### config.mk
export PLATFORM = sky130hd
export DESIGN_NAME = echo_ranging_fill_level_unit_flat
export DESIGN_NICKNAME = d
export VERILOG_FILES = /design/src/erfl_pkg.sv /design/src/erfl_req_if.sv /design/src/erfl_rsp_if.sv /design/src/erfl_ctrl.sv /design/src/erfl_dp.sv /design/src/echo_ranging_fill_level_unit.sv /design/src/flat_wrapper.sv
export SDC_FILE = /design/constraint.sdc
export NUM_CORES = 1
export LEC_CHECK = 0
export CAP_MARGIN = 20
export CORE_ASPECT_RATIO = 0.8
export CORE_MARGIN = 1
export CORE_UTILIZATION = 50
export CTS_CLUSTER_DIAMETER = 30
export DETAILED_ROUTE_END_ITERATION = 7
export DONT_BUFFER_PORTS = 1
export REMOVE_ABC_BUFFERS = 1
export SYNTH_ARGS = -nofsm -noshare
export SYNTH_HDL_FRONTEND = slang
export SYNTH_SLANG_ARGS = --single-unit
### constraint.sdc
create_clock -name clock -period 11.3 [get_ports clock]
set_input_delay 2.26 -clock clock [delete_from_list [all_inputs] [get_ports clock]]
set_output_delay 2.26 -clock clock [all_outputs]
set_load 0.005 [all_outputs]
### src/erfl_pkg.sv
// Shared widths, register indexes, divider operation codes and control structs.
package erfl_pkg;

   localparam int TICKS_W   = 16;
   localparam int CFG_W     = 10;
   localparam int SUM_W     = 13;
   localparam int CNT_W     = 3;
   localparam int FILL_W    = 7;
   localparam int PCT_W     = 7;
   localparam int DIV_N_W   = 17;
   localparam int DIV_CNT_W = 5;
   localparam int CSR_IDX_W = 2;

   localparam logic [CSR_IDX_W-1:0] CSR_TICKS_PER_CM    = 2'd0;
   localparam logic [CSR_IDX_W-1:0] CSR_MIN_DISTANCE_CM = 2'd1;
   localparam logic [CSR_IDX_W-1:0] CSR_MAX_DISTANCE_CM = 2'd2;
   localparam logic [CSR_IDX_W-1:0] CSR_BIN_DEPTH_CM    = 2'd3;

   localparam logic [CFG_W-1:0] TICKS_PER_CM_RESET    = 10'd56;
   localparam logic [CFG_W-1:0] MIN_DISTANCE_CM_RESET = 10'd2;
   localparam logic [CFG_W-1:0] MAX_DISTANCE_CM_RESET = 10'd450;
   localparam logic [CFG_W-1:0] BIN_DEPTH_CM_RESET    = 10'd65;

   localparam logic [PCT_W-1:0]     PERCENT_SCALE = 7'd100;
   localparam logic [DIV_CNT_W-1:0] DIV_STEPS     = 5'd17;

   localparam logic [1:0] DIV_OP_DIST = 2'd0;
   localparam logic [1:0] DIV_OP_AVG  = 2'd1;
   localparam logic [1:0] DIV_OP_FILL = 2'd2;

   typedef struct packed {
      logic       load_req;
      logic       div_start;
      logic [1:0] div_op;
      logic       evaluate;
      logic       scale;
      logic       store_fill;
      logic       load_rsp;
   } erfl_cmd_type;

   typedef struct packed {
      logic div_busy;
      logic set_done;
      logic rsp_free;
   } erfl_status_type;

endpackage

### src/erfl_req_if.sv
// Input channel carrying one echo measurement per transaction.
interface erfl_req_if;
   logic        valid;
   logic        ready;
   logic [15:0] echo_ticks;
   logic        sensor_select;

   modport source (output valid, output echo_ticks, output sensor_select, input ready);
   modport sink   (input valid, input echo_ticks, input sensor_select, output ready);
endinterface

### src/erfl_rsp_if.sv
// Result channel carrying one distance and fill report per transaction.
interface erfl_rsp_if;
   logic       valid;
   logic       ready;
   logic       reading_valid;
   logic       sensor_id;
   logic [15:0] distance_cm;
   logic       result_ready;
   logic [9:0] average_cm;
   logic [6:0] fill_percent;

   modport source (output valid, output reading_valid, output sensor_id, output distance_cm,
                   output result_ready, output average_cm, output fill_percent, input ready);
   modport sink   (input valid, input reading_valid, input sensor_id, input distance_cm,
                   input result_ready, input average_cm, input fill_percent, output ready);
endinterface

### src/erfl_ctrl.sv
// Controller state machine sequencing the shared divider for each measurement.
module erfl_ctrl (
   input  logic                      clock,
   input  logic                      reset,
   input  logic                      req_valid,
   output logic                      req_ready,
   input  erfl_pkg::erfl_status_type status,
   output erfl_pkg::erfl_cmd_type    cmd
);
   import erfl_pkg::*;

   localparam logic [2:0] S_IDLE  = 3'd0;
   localparam logic [2:0] S_DIST  = 3'd1;
   localparam logic [2:0] S_EVAL  = 3'd2;
   localparam logic [2:0] S_AVG   = 3'd3;
   localparam logic [2:0] S_SCALE = 3'd4;
   localparam logic [2:0] S_FILL  = 3'd5;
   localparam logic [2:0] S_OUT   = 3'd6;

   logic [2:0] state_ff;
   logic [2:0] state_in;

   assign req_ready = (state_ff == S_IDLE);

   always_comb begin
      state_in = state_ff;
      cmd      = '0;
      cmd.div_op = DIV_OP_DIST;
      unique case (state_ff)
         S_IDLE: begin
            if (req_valid) begin
               cmd.load_req  = 1'b1;
               cmd.div_start = 1'b1;
               cmd.div_op    = DIV_OP_DIST;
               state_in      = S_DIST;
            end
         end
         S_DIST: begin
            if (!status.div_busy) begin
               state_in = S_EVAL;
            end
         end
         S_EVAL: begin
            cmd.evaluate = 1'b1;
            if (status.set_done) begin
               cmd.div_start = 1'b1;
               cmd.div_op    = DIV_OP_AVG;
               state_in      = S_AVG;
            end else begin
               state_in = S_OUT;
            end
         end
         S_AVG: begin
            if (!status.div_busy) begin
               state_in = S_SCALE;
            end
         end
         S_SCALE: begin
            cmd.scale     = 1'b1;
            cmd.div_start = 1'b1;
            cmd.div_op    = DIV_OP_FILL;
            state_in      = S_FILL;
         end
         S_FILL: begin
            if (!status.div_busy) begin
               cmd.store_fill = 1'b1;
               state_in       = S_OUT;
            end
         end
         S_OUT: begin
            if (status.rsp_free) begin
               cmd.load_rsp = 1'b1;
               state_in     = S_IDLE;
            end
         end
         default: begin
            state_in = S_IDLE;
         end
      endcase
   end

   always_ff @(posedge clock) begin
      if (reset) begin
         state_ff <= S_IDLE;
      end else begin
         state_ff <= state_in;
      end
   end

endmodule

### src/erfl_dp.sv
// Datapath: configuration registers, accumulator, shared restoring divider and result register.
module erfl_dp #(
   parameter int READINGS_PER_RESULT = 6
) (
   input  logic                                clock,
   input  logic                                reset,
   input  erfl_pkg::erfl_cmd_type              cmd,
   output erfl_pkg::erfl_status_type           status,
   input  logic [erfl_pkg::TICKS_W-1:0]        req_echo_ticks,
   input  logic                                req_sensor_select,
   input  logic                                csr_write_enable,
   input  logic [erfl_pkg::CSR_IDX_W-1:0]      csr_index,
   input  logic [erfl_pkg::CFG_W-1:0]          csr_write_data,
   output logic                                rsp_valid,
   input  logic                                rsp_ready,
   output logic                                rsp_reading_valid,
   output logic                                rsp_sensor_id,
   output logic [erfl_pkg::TICKS_W-1:0]        rsp_distance_cm,
   output logic                                rsp_result_ready,
   output logic [erfl_pkg::CFG_W-1:0]          rsp_average_cm,
   output logic [erfl_pkg::FILL_W-1:0]         rsp_fill_percent
);
   import erfl_pkg::*;

   localparam logic [CFG_W-1:0] SET_DIVISOR = CFG_W'(READINGS_PER_RESULT);
   localparam logic [CNT_W-1:0] SET_SIZE    = CNT_W'(READINGS_PER_RESULT);

   logic [CFG_W-1:0]     ticks_per_cm_ff, min_dist_ff, max_dist_ff, depth_ff;
   logic [SUM_W-1:0]     sum_ff, sum_in;
   logic [CNT_W-1:0]     count_ff, count_in;
   logic                 sensor_ff;

   logic [CFG_W-1:0]     div_rem_ff, div_rem_in;
   logic [DIV_N_W-1:0]   div_quo_ff, div_quo_in;
   logic [DIV_CNT_W-1:0] div_cnt_ff, div_cnt_in;
   logic [CFG_W-1:0]     divisor_ff, divisor_in;
   logic [DIV_N_W-1:0]   dividend;
   logic [CFG_W:0]       trial;
   logic [CFG_W:0]       trial_diff;
   logic                 trial_ge;

   logic                 res_valid_ff;
   logic [TICKS_W-1:0]   res_dist_ff;
   logic                 res_ready_ff;
   logic [CFG_W-1:0]     res_avg_ff;
   logic [FILL_W-1:0]    res_fill_ff;

   logic                 rsp_valid_ff, rsp_valid_in;
   logic                 rsp_reading_valid_ff, rsp_sensor_id_ff, rsp_result_ready_ff;
   logic [TICKS_W-1:0]   rsp_distance_cm_ff;
   logic [CFG_W-1:0]     rsp_average_cm_ff;
   logic [FILL_W-1:0]    rsp_fill_percent_ff;

   logic [TICKS_W-1:0]   dist_cm;
   logic                 in_window;
   logic [SUM_W-1:0]     sum_add;
   logic [CNT_W-1:0]     count_add;
   logic                 set_done;
   logic [SUM_W-1:0]     avg_raw;
   logic [CFG_W-1:0]     avg_clamped;
   logic [CFG_W-1:0]     depth_left;
   logic [DIV_N_W-1:0]   scaled;

   // Reading evaluation from the finished distance quotient.
   assign dist_cm   = div_quo_ff[TICKS_W-1:0];
   assign in_window = (dist_cm > {6'd0, min_dist_ff}) && (dist_cm <= {6'd0, max_dist_ff});
   assign sum_add   = sum_ff + dist_cm[SUM_W-1:0];
   assign count_add = count_ff + 3'd1;
   assign set_done  = in_window && (count_add >= SET_SIZE);

   // Average clamp and percent scaling.
   assign avg_raw     = div_quo_ff[SUM_W-1:0];
   assign avg_clamped = (avg_raw > {3'd0, depth_ff}) ? depth_ff : avg_raw[CFG_W-1:0];
   assign depth_left  = depth_ff - avg_clamped;
   assign scaled      = {7'd0, depth_left} * {10'd0, PERCENT_SCALE};

   always_comb begin
      case (cmd.div_op)
         DIV_OP_DIST: begin
            dividend   = {1'b0, req_echo_ticks};
            divisor_in = ticks_per_cm_ff;
         end
         DIV_OP_AVG: begin
            dividend   = {4'd0, sum_add};
            divisor_in = SET_DIVISOR;
         end
         default: begin
            dividend   = scaled;
            divisor_in = depth_ff;
         end
      endcase
   end

   // One quotient bit per cycle; a zero divisor yields all ones.
   assign trial      = {div_rem_ff, div_quo_ff[DIV_N_W-1]};
   assign trial_ge   = (trial >= {1'b0, divisor_ff});
   assign trial_diff = trial - {1'b0, divisor_ff};

   always_comb begin
      div_rem_in = div_rem_ff;
      div_quo_in = div_quo_ff;
      div_cnt_in = div_cnt_ff;
      if (cmd.div_start) begin
         div_rem_in = '0;
         div_quo_in = dividend;
         div_cnt_in = DIV_STEPS;
      end else if (div_cnt_ff != '0) begin
         div_rem_in = trial_ge ? trial_diff[CFG_W-1:0] : trial[CFG_W-1:0];
         div_quo_in = {div_quo_ff[DIV_N_W-2:0], trial_ge};
         div_cnt_in = div_cnt_ff - 5'd1;
      end
   end

   always_comb begin
      sum_in   = sum_ff;
      count_in = count_ff;
      if (cmd.evaluate && in_window) begin
         if (set_done) begin
            sum_in   = '0;
            count_in = '0;
         end else begin
            sum_in   = sum_add;
            count_in = count_add;
         end
      end
   end

   assign rsp_valid_in = cmd.load_rsp ? 1'b1 : (rsp_ready ? 1'b0 : rsp_valid_ff);

   always_ff @(posedge clock) begin
      if (reset) begin
         ticks_per_cm_ff <= TICKS_PER_CM_RESET;
         min_dist_ff     <= MIN_DISTANCE_CM_RESET;
         max_dist_ff     <= MAX_DISTANCE_CM_RESET;
         depth_ff        <= BIN_DEPTH_CM_RESET;
         sum_ff          <= '0;
         count_ff        <= '0;
         div_cnt_ff      <= '0;
         rsp_valid_ff    <= 1'b0;
      end else begin
         if (csr_write_enable) begin
            unique case (csr_index)
               CSR_TICKS_PER_CM:    ticks_per_cm_ff <= csr_write_data;
               CSR_MIN_DISTANCE_CM: min_dist_ff     <= csr_write_data;
               CSR_MAX_DISTANCE_CM: max_dist_ff     <= csr_write_data;
               CSR_BIN_DEPTH_CM:    depth_ff        <= csr_write_data;
               default: begin
               end
            endcase
         end
         sum_ff       <= sum_in;
         count_ff     <= count_in;
         div_cnt_ff   <= div_cnt_in;
         rsp_valid_ff <= rsp_valid_in;
      end
   end

   always_ff @(posedge clock) begin
      div_rem_ff <= div_rem_in;
      div_quo_ff <= div_quo_in;
      if (cmd.div_start) begin
         divisor_ff <= divisor_in;
      end
      if (cmd.load_req) begin
         sensor_ff <= req_sensor_select;
      end
      if (cmd.evaluate) begin
         res_valid_ff <= in_window;
         res_dist_ff  <= dist_cm;
         res_ready_ff <= set_done;
         res_avg_ff   <= '0;
         res_fill_ff  <= '0;
      end
      if (cmd.scale) begin
         res_avg_ff <= avg_clamped;
      end
      if (cmd.store_fill) begin
         res_fill_ff <= (depth_ff == '0) ? '0 : div_quo_ff[FILL_W-1:0];
      end
      if (cmd.load_rsp) begin
         rsp_reading_valid_ff <= res_valid_ff;
         rsp_sensor_id_ff     <= sensor_ff;
         rsp_distance_cm_ff   <= res_dist_ff;
         rsp_result_ready_ff  <= res_ready_ff;
         rsp_average_cm_ff    <= res_avg_ff;
         rsp_fill_percent_ff  <= res_fill_ff;
      end
   end

   assign status.div_busy = (div_cnt_ff != '0);
   assign status.set_done = set_done;
   assign status.rsp_free = !rsp_valid_ff || rsp_ready;

   assign rsp_valid         = rsp_valid_ff;
   assign rsp_reading_valid = rsp_reading_valid_ff;
   assign rsp_sensor_id     = rsp_sensor_id_ff;
   assign rsp_distance_cm   = rsp_distance_cm_ff;
   assign rsp_result_ready  = rsp_result_ready_ff;
   assign rsp_average_cm    = rsp_average_cm_ff;
   assign rsp_fill_percent  = rsp_fill_percent_ff;

endmodule

### src/echo_ranging_fill_level_unit.sv
// Top level of the echo ranging fill level unit: controller plus datapath.
//
// Each req_chan transaction carries one finished echo measurement (timer
// ticks and sensor). Each one yields exactly one rsp_chan transaction with
// the distance in centimeters, whether it lay inside the valid window, and,
// on every sixth valid reading, the clamped average and the fill percent.
// One restoring divider (17 quotient bits, one bit per cycle) is shared by
// the distance, average and percent divisions. A reading that does not
// complete a set runs the divider once, for its distance; one that
// completes a set runs it three times, for distance, average and percent.
// The unit works on one measurement at a time; req_chan.ready is high only
// while it is waiting for one. The next measurement can be accepted in the
// cycle after a result is loaded. The finished transaction sits in an
// output register, so a new measurement is accepted while rsp_chan is
// stalled; its result waits until the output register is taken.
// The user must write configuration through csr_write_enable, csr_index
// and csr_write_data only while the unit is idle; the unit itself does not
// enforce this. Synchronous reset restores the default register values
// and clears the running sum and reading count.
module echo_ranging_fill_level_unit #(
   parameter int READINGS_PER_RESULT = 6
) (
   input  logic                           clock,
   input  logic                           reset,
   erfl_req_if.sink                       req_chan,
   erfl_rsp_if.source                     rsp_chan,
   input  logic                           csr_write_enable,
   input  logic [erfl_pkg::CSR_IDX_W-1:0] csr_index,
   input  logic [erfl_pkg::CFG_W-1:0]     csr_write_data
);
   import erfl_pkg::*;

   erfl_cmd_type    cmd;
   erfl_status_type status;

   erfl_ctrl u_ctrl (
      .clock     (clock),
      .reset     (reset),
      .req_valid (req_chan.valid),
      .req_ready (req_chan.ready),
      .status    (status),
      .cmd       (cmd)
   );

   erfl_dp #(
      .READINGS_PER_RESULT (READINGS_PER_RESULT)
   ) u_dp (
      .clock             (clock),
      .reset             (reset),
      .cmd               (cmd),
      .status            (status),
      .req_echo_ticks    (req_chan.echo_ticks),
      .req_sensor_select (req_chan.sensor_select),
      .csr_write_enable  (csr_write_enable),
      .csr_index         (csr_index),
      .csr_write_data    (csr_write_data),
      .rsp_valid         (rsp_chan.valid),
      .rsp_ready         (rsp_chan.ready),
      .rsp_reading_valid (rsp_chan.reading_valid),
      .rsp_sensor_id     (rsp_chan.sensor_id),
      .rsp_distance_cm   (rsp_chan.distance_cm),
      .rsp_result_ready  (rsp_chan.result_ready),
      .rsp_average_cm    (rsp_chan.average_cm),
      .rsp_fill_percent  (rsp_chan.fill_percent)
   );

endmodule
### src/flat_wrapper.sv
// flat-port wrapper written by rule: the top's interface ports become plain ports
module echo_ranging_fill_level_unit_flat import erfl_pkg::*;
#(
   parameter int READINGS_PER_RESULT = 6
)
  (clock, reset, csr_write_enable, csr_index, csr_write_data, req_chan_valid, req_chan_echo_ticks, req_chan_sensor_select, req_chan_ready, rsp_chan_valid, rsp_chan_reading_valid, rsp_chan_sensor_id, rsp_chan_distance_cm, rsp_chan_result_ready, rsp_chan_average_cm, rsp_chan_fill_percent, rsp_chan_ready);
  erfl_req_if req_chan_i ();
  erfl_rsp_if rsp_chan_i ();
  input  logic clock;
  input  logic reset;
  input  logic csr_write_enable;
  input  logic [erfl_pkg::CSR_IDX_W-1:0] csr_index;
  input  logic [erfl_pkg::CFG_W-1:0] csr_write_data;
  input wire logic [$bits(req_chan_i.valid)-1:0] req_chan_valid;
  input wire logic [$bits(req_chan_i.echo_ticks)-1:0] req_chan_echo_ticks;
  input wire logic [$bits(req_chan_i.sensor_select)-1:0] req_chan_sensor_select;
  output wire logic [$bits(req_chan_i.ready)-1:0] req_chan_ready;
  output wire logic [$bits(rsp_chan_i.valid)-1:0] rsp_chan_valid;
  output wire logic [$bits(rsp_chan_i.reading_valid)-1:0] rsp_chan_reading_valid;
  output wire logic [$bits(rsp_chan_i.sensor_id)-1:0] rsp_chan_sensor_id;
  output wire logic [$bits(rsp_chan_i.distance_cm)-1:0] rsp_chan_distance_cm;
  output wire logic [$bits(rsp_chan_i.result_ready)-1:0] rsp_chan_result_ready;
  output wire logic [$bits(rsp_chan_i.average_cm)-1:0] rsp_chan_average_cm;
  output wire logic [$bits(rsp_chan_i.fill_percent)-1:0] rsp_chan_fill_percent;
  input wire logic [$bits(rsp_chan_i.ready)-1:0] rsp_chan_ready;
  assign req_chan_i.valid = req_chan_valid;
  assign req_chan_i.echo_ticks = req_chan_echo_ticks;
  assign req_chan_i.sensor_select = req_chan_sensor_select;
  assign req_chan_ready = req_chan_i.ready;
  assign rsp_chan_valid = rsp_chan_i.valid;
  assign rsp_chan_reading_valid = rsp_chan_i.reading_valid;
  assign rsp_chan_sensor_id = rsp_chan_i.sensor_id;
  assign rsp_chan_distance_cm = rsp_chan_i.distance_cm;
  assign rsp_chan_result_ready = rsp_chan_i.result_ready;
  assign rsp_chan_average_cm = rsp_chan_i.average_cm;
  assign rsp_chan_fill_percent = rsp_chan_i.fill_percent;
  assign rsp_chan_i.ready = rsp_chan_ready;
  echo_ranging_fill_level_unit #(.READINGS_PER_RESULT(READINGS_PER_RESULT)) u_core (.clock(clock), .reset(reset), .req_chan(req_chan_i), .rsp_chan(rsp_chan_i), .csr_write_enable(csr_write_enable), .csr_index(csr_index), .csr_write_data(csr_write_data));
endmodule
==> summary.txt <==
Logic synthesis
  – Top FF cell, synth: edfxtp_1
  – Yosys cell types: 68
  – Mean Syn Cell Area: between 9 and 10 µm²
  – Yosys reg bits: around 170
  – Synth top area share: around 31%
  – Post-synth EDFFs: slightly below 100
  – Post-synthesis sequential area ratio: roughly 46%
  – Cell with the most instances after synthesis: nand2_1
  – Synth area leader: edfxtp_1
  – Top cells by count, synth: nand2_1, edfxtp_1, ha_1, nor2_1, inv_1
  – YS warnings: 0
  – Post-Synthesis Cell Area: 9680 µm²
  – Synth area leaders: edfxtp_1, dfxtp_1, ha_1
  – Post-Syn Instances: 984
  – Asr flop ratio synth: 0%

Setup path
  – Flop-to-flop setup slack: roughly 4.4 ns
  – Arrival time at the worst endpoint: approximately 7 ns
  – Cell mode on critical path: ha_1
  – Critical Path Max Stage Delay: ~0.55 ns
  – Worst R2R End: u_core.u_dp.div_quo_ff[15]
  – Crit-path leading delay family: adder cells
  – Reg2reg start: u_core.u_dp.div_quo_ff[5]
  – CP max stage cell: edfxtp_1
  – CP bufs+invs: 4
  – Critical path startpoint category: register
  – Peak fanout along the critical path: 21
  – CP Capture Type: register
  – Reg2Reg Depth: 27
  – Levels on crit path: 27
  – Worst EP required: 11.46 ns
  – Crit Path Category: reg -> reg

Timing
  – Slew HR: around a third
  – Final setup viols: 0
  – Post-route clock skew: roughly 0.011 ns
  – Max-slew violations: 0
  – RSZ-0062 raised after global routing: no
  – Final hold vios: 0
  – Max Fclk: 144 MHz
  – Shortest period the worst path allows: 6.95 ns
  – Setup WS post-layout: roughly 4.4 ns
  – Slew of the pin with the lowest slew margin: 1.02 ns
  – Fin crit share: about three fifths
  – Setup_tns: 0 ns

Power
  – Pleak: 4.32 nW
  – Power Density: between 200 and 300 nW/µm²
  – Pint: 1.73 mW
  – Clock power share: between 20% and 30%
  – Sw frac: between 40% and 50%
  – Switch Pwr: between 1 and 1.5 mW
  – Peak supply drop: between 0.1 and 0.15 mV
  – Combinational power share: between 40% and 50%
  – Final Power: 2.95 mW
  – Flop pwr share: between 30% and 40%

CTS
  – TritonCTS Buffers: 17
  – Clock buffer depth: 2
  – Post-CTS Setup Repair Bufs: 0
  – Clock slew at reported path FFs: roughly 0.07 ns
  – Clk_lat worst skew: 0.43 ns
  – Root Driver: clkbuf_16
  – CTS tree: yes
  – H-tree depth: 4
  – Resized cells post-CTS: 0
  – Hold buffer count at cts: 0
  – Clock sink count: 174

Outcome
  – Status: complete, no violations

Floorplan
  – Core area: roughly 19000 µm²
  – Initial core utilization: 51.0%
  – Die H: around 130 µm
  – Die Width: ~160 µm
  – IO Count: approximately 70
  – Site Rows: 45
  – Die area: ~20000 µm²

GRT
  – Largest net degree at the start of global routing: between 60 and 70
  – First-pass GRT wire length: roughly 38 mm
  – Gr ovfl total: 0
  – Number of global-route vias before repair: roughly 7000
  – Tot GR Track Use: approximately 26%
  – Initial antenna violation count: 0

Route
  – DR iter-0 viols: between 500 and 600
  – Pre-Repair DR Iteration Count: 5
  – Vias/cell: 5.70
  – WL final: between 20 and 25 mm
  – DRT antenna net count: 0
  – Vias: about 7100
  – Wire length per cell: between 15 and 20 µm
  – DRC viols: 0

Final layout
  – Final net count: approximately 1100
  – Final Cell Area: ~11000 µm²
  – # diodes: 0
  – Area growth syn-to-layout: 8.88%
  – Fin cells: between 1000 and 1500
  – Fraction of layout cells with a size suffix above 1: between 5 and 6%
  – Fillers: about 1700

Placement
  – Detail Placement HPWL: approximately 18 mm
  – IO Port Bufs: 0
  – Placed instance area: 9930 µm²
  – DP Worst Slack: 4.43 ns
  – Placed Cells: approximately 1200
  – GPL Wtd Cong: ~0.96

Min path
  – Hold WC Path Type: reg -> reg
  – Hold Crit Start: u_core.u_dp.res_avg_ff[7]
  – WHS Endpoint: u_core.u_dp.rsp_average_cm[7]
  – Hold Path Depth: 0

Job
  – Number of max-cap violations: 0
==> cell usage in the layout (no fill, tap or decap), types with 9 or more instances in the layout <==
| master | n |
|---|---|
| nand2_1 | 121 |
| nand3_1 | 10 |
| nor3_1 | 20 |
| inv_1 | 79 |
| a211oi_1 | 16 |
| clkbuf_16 | 17 |
| o22ai_1 | 17 |
| nand4_1 | 10 |
| o21ai_0 | 26 |
| a21o_1 | 13 |
| ha_1 | 98 |
| nand3b_1 | 9 |
| mux2i_1 | 18 |
| xnor2_1 | 26 |
| nor2_1 | 93 |
| dfxtp_1 | 75 |
| and2_1 | 9 |
| xor2_1 | 15 |
| a31oi_1 | 9 |
| edfxtp_1 | 99 |
| a21oi_1 | 77 |
==> cells by family after synthesis <==
kind of cell	Yosys count	synth area share, %
buf+inv	113	4.51
flops	174	46.2
simple gates	315	15.1
compound gates	216	14.2
xor+xnor	41	3.71
fa+ha+maj	106	14.3
mux	19	1.98
==> area by class of cell <==
cell class / count / area [µm²] / share of cell area, %
Tap cell: 258 / 323 / 3.06
Clock inverter: 14 / 178 / 1.69
Inverter: 81 / 304 / 2.88
Timing Repair Buffer: 8 / 57.6 / 0.546
Clock buffer: 18 / 429 / 4.07
Sequential cell: 174 / 4470 / 42.5
Multi-Input combinational cell: 697 / 4770 / 45.3
==> registers in the layout, summed over array words and instances, names as in the netlist, 3 cells and up <==
signal	cells
u_core.u_ctrl.state_ff	3
u_core.u_dp.count_ff	3
u_core.u_dp.depth_ff	10
u_core.u_dp.div_cnt_ff	5
u_core.u_dp.div_quo_ff	17
u_core.u_dp.div_rem_ff	10
u_core.u_dp.divisor_ff	10
u_core.u_dp.max_dist_ff	10
u_core.u_dp.min_dist_ff	10
u_core.u_dp.res_avg_ff	10
u_core.u_dp.res_dist_ff	16
u_core.u_dp.res_fill_ff	7
u_core.u_dp.rsp_average_cm	10
u_core.u_dp.rsp_distance_cm	16
u_core.u_dp.rsp_fill_percent	7
u_core.u_dp.sum_ff	13
u_core.u_dp.ticks_per_cm_ff	10
==> worst max-delay path by stage <==
stage / start / endpoint
after global routing: u_core.u_dp.div_quo_ff[5] / u_core.u_dp.div_quo_ff[15]
final: u_core.u_dp.div_quo_ff[5] / u_core.u_dp.div_quo_ff[15]
after global placement: u_core.u_dp.div_quo_ff[5] / u_core.u_dp.div_quo_ff[15]
after floorplan: u_core.u_dp.div_quo_ff[3] / u_core.u_dp.div_quo_ff[15]
after detailed placement: u_core.u_dp.div_quo_ff[5] / u_core.u_dp.div_quo_ff[15]
after CTS: u_core.u_dp.div_quo_ff[5] / u_core.u_dp.div_quo_ff[15]
==> layer usage <==
layer / routed length, µm / GRT usage (%) / vias to the layer above
met4: 459 / 7.71 / 0
met2: 9820 / 36.5 / 220
met5: 0 / 0 / -
li1: - / - / 3520
met3: 1760 / 6.46 / 27
met1: 12300 / 38.6 / 3362
==> worst register-to-register path, stage by stage (launching register included) <==
cell,delay (ns)
edfxtp_1,0.55
ha_1,0.34
or4bb_1,0.49
or4_1,0.49
o21ai_1,0.12
buf_4,0.26
nand2_1,0.08
o21ai_0,0.12
ha_1,0.22
inv_1,0.06
fa_1,0.40
a21o_1,0.17
a21o_1,0.23
o2111ai_1,0.13
o2111ai_1,0.20
xor2_1,0.41
ha_1,0.31
ha_1,0.28
inv_1,0.05
fa_1,0.49
inv_1,0.04
ha_1,0.30
o21ai_0,0.11
o21bai_1,0.12
a211o_1,0.31
a31oi_1,0.19
xor2_1,0.15
o21ai_0,0.08
==> power groups by stage <==
stage                     Combinational [mW]  Clock, mW  Sequential, mW
after floorplan                         1.05          0           0.917
after global placement                  1.35          0           0.984
after detailed placement                1.35          0           0.990
after CTS                               1.36      0.613           0.976
after global routing                    1.56      0.637           0.992
final                                   1.37      0.602           0.980
==> per-stage QoR <==
| step | util [%] | hold WS (ns) |
|---|---|---|
| after CTS | 55.5 | 0.421 |
| after floorplan | - | 0.400 |
| after detailed placement | 52.4 | 0.405 |
| after global placement | 52.3 | 0.401 |
| final | 55.5 | 0.420 |
| after global routing | 55.5 | 0.427 |
Power figures use the tool's default switching activity.
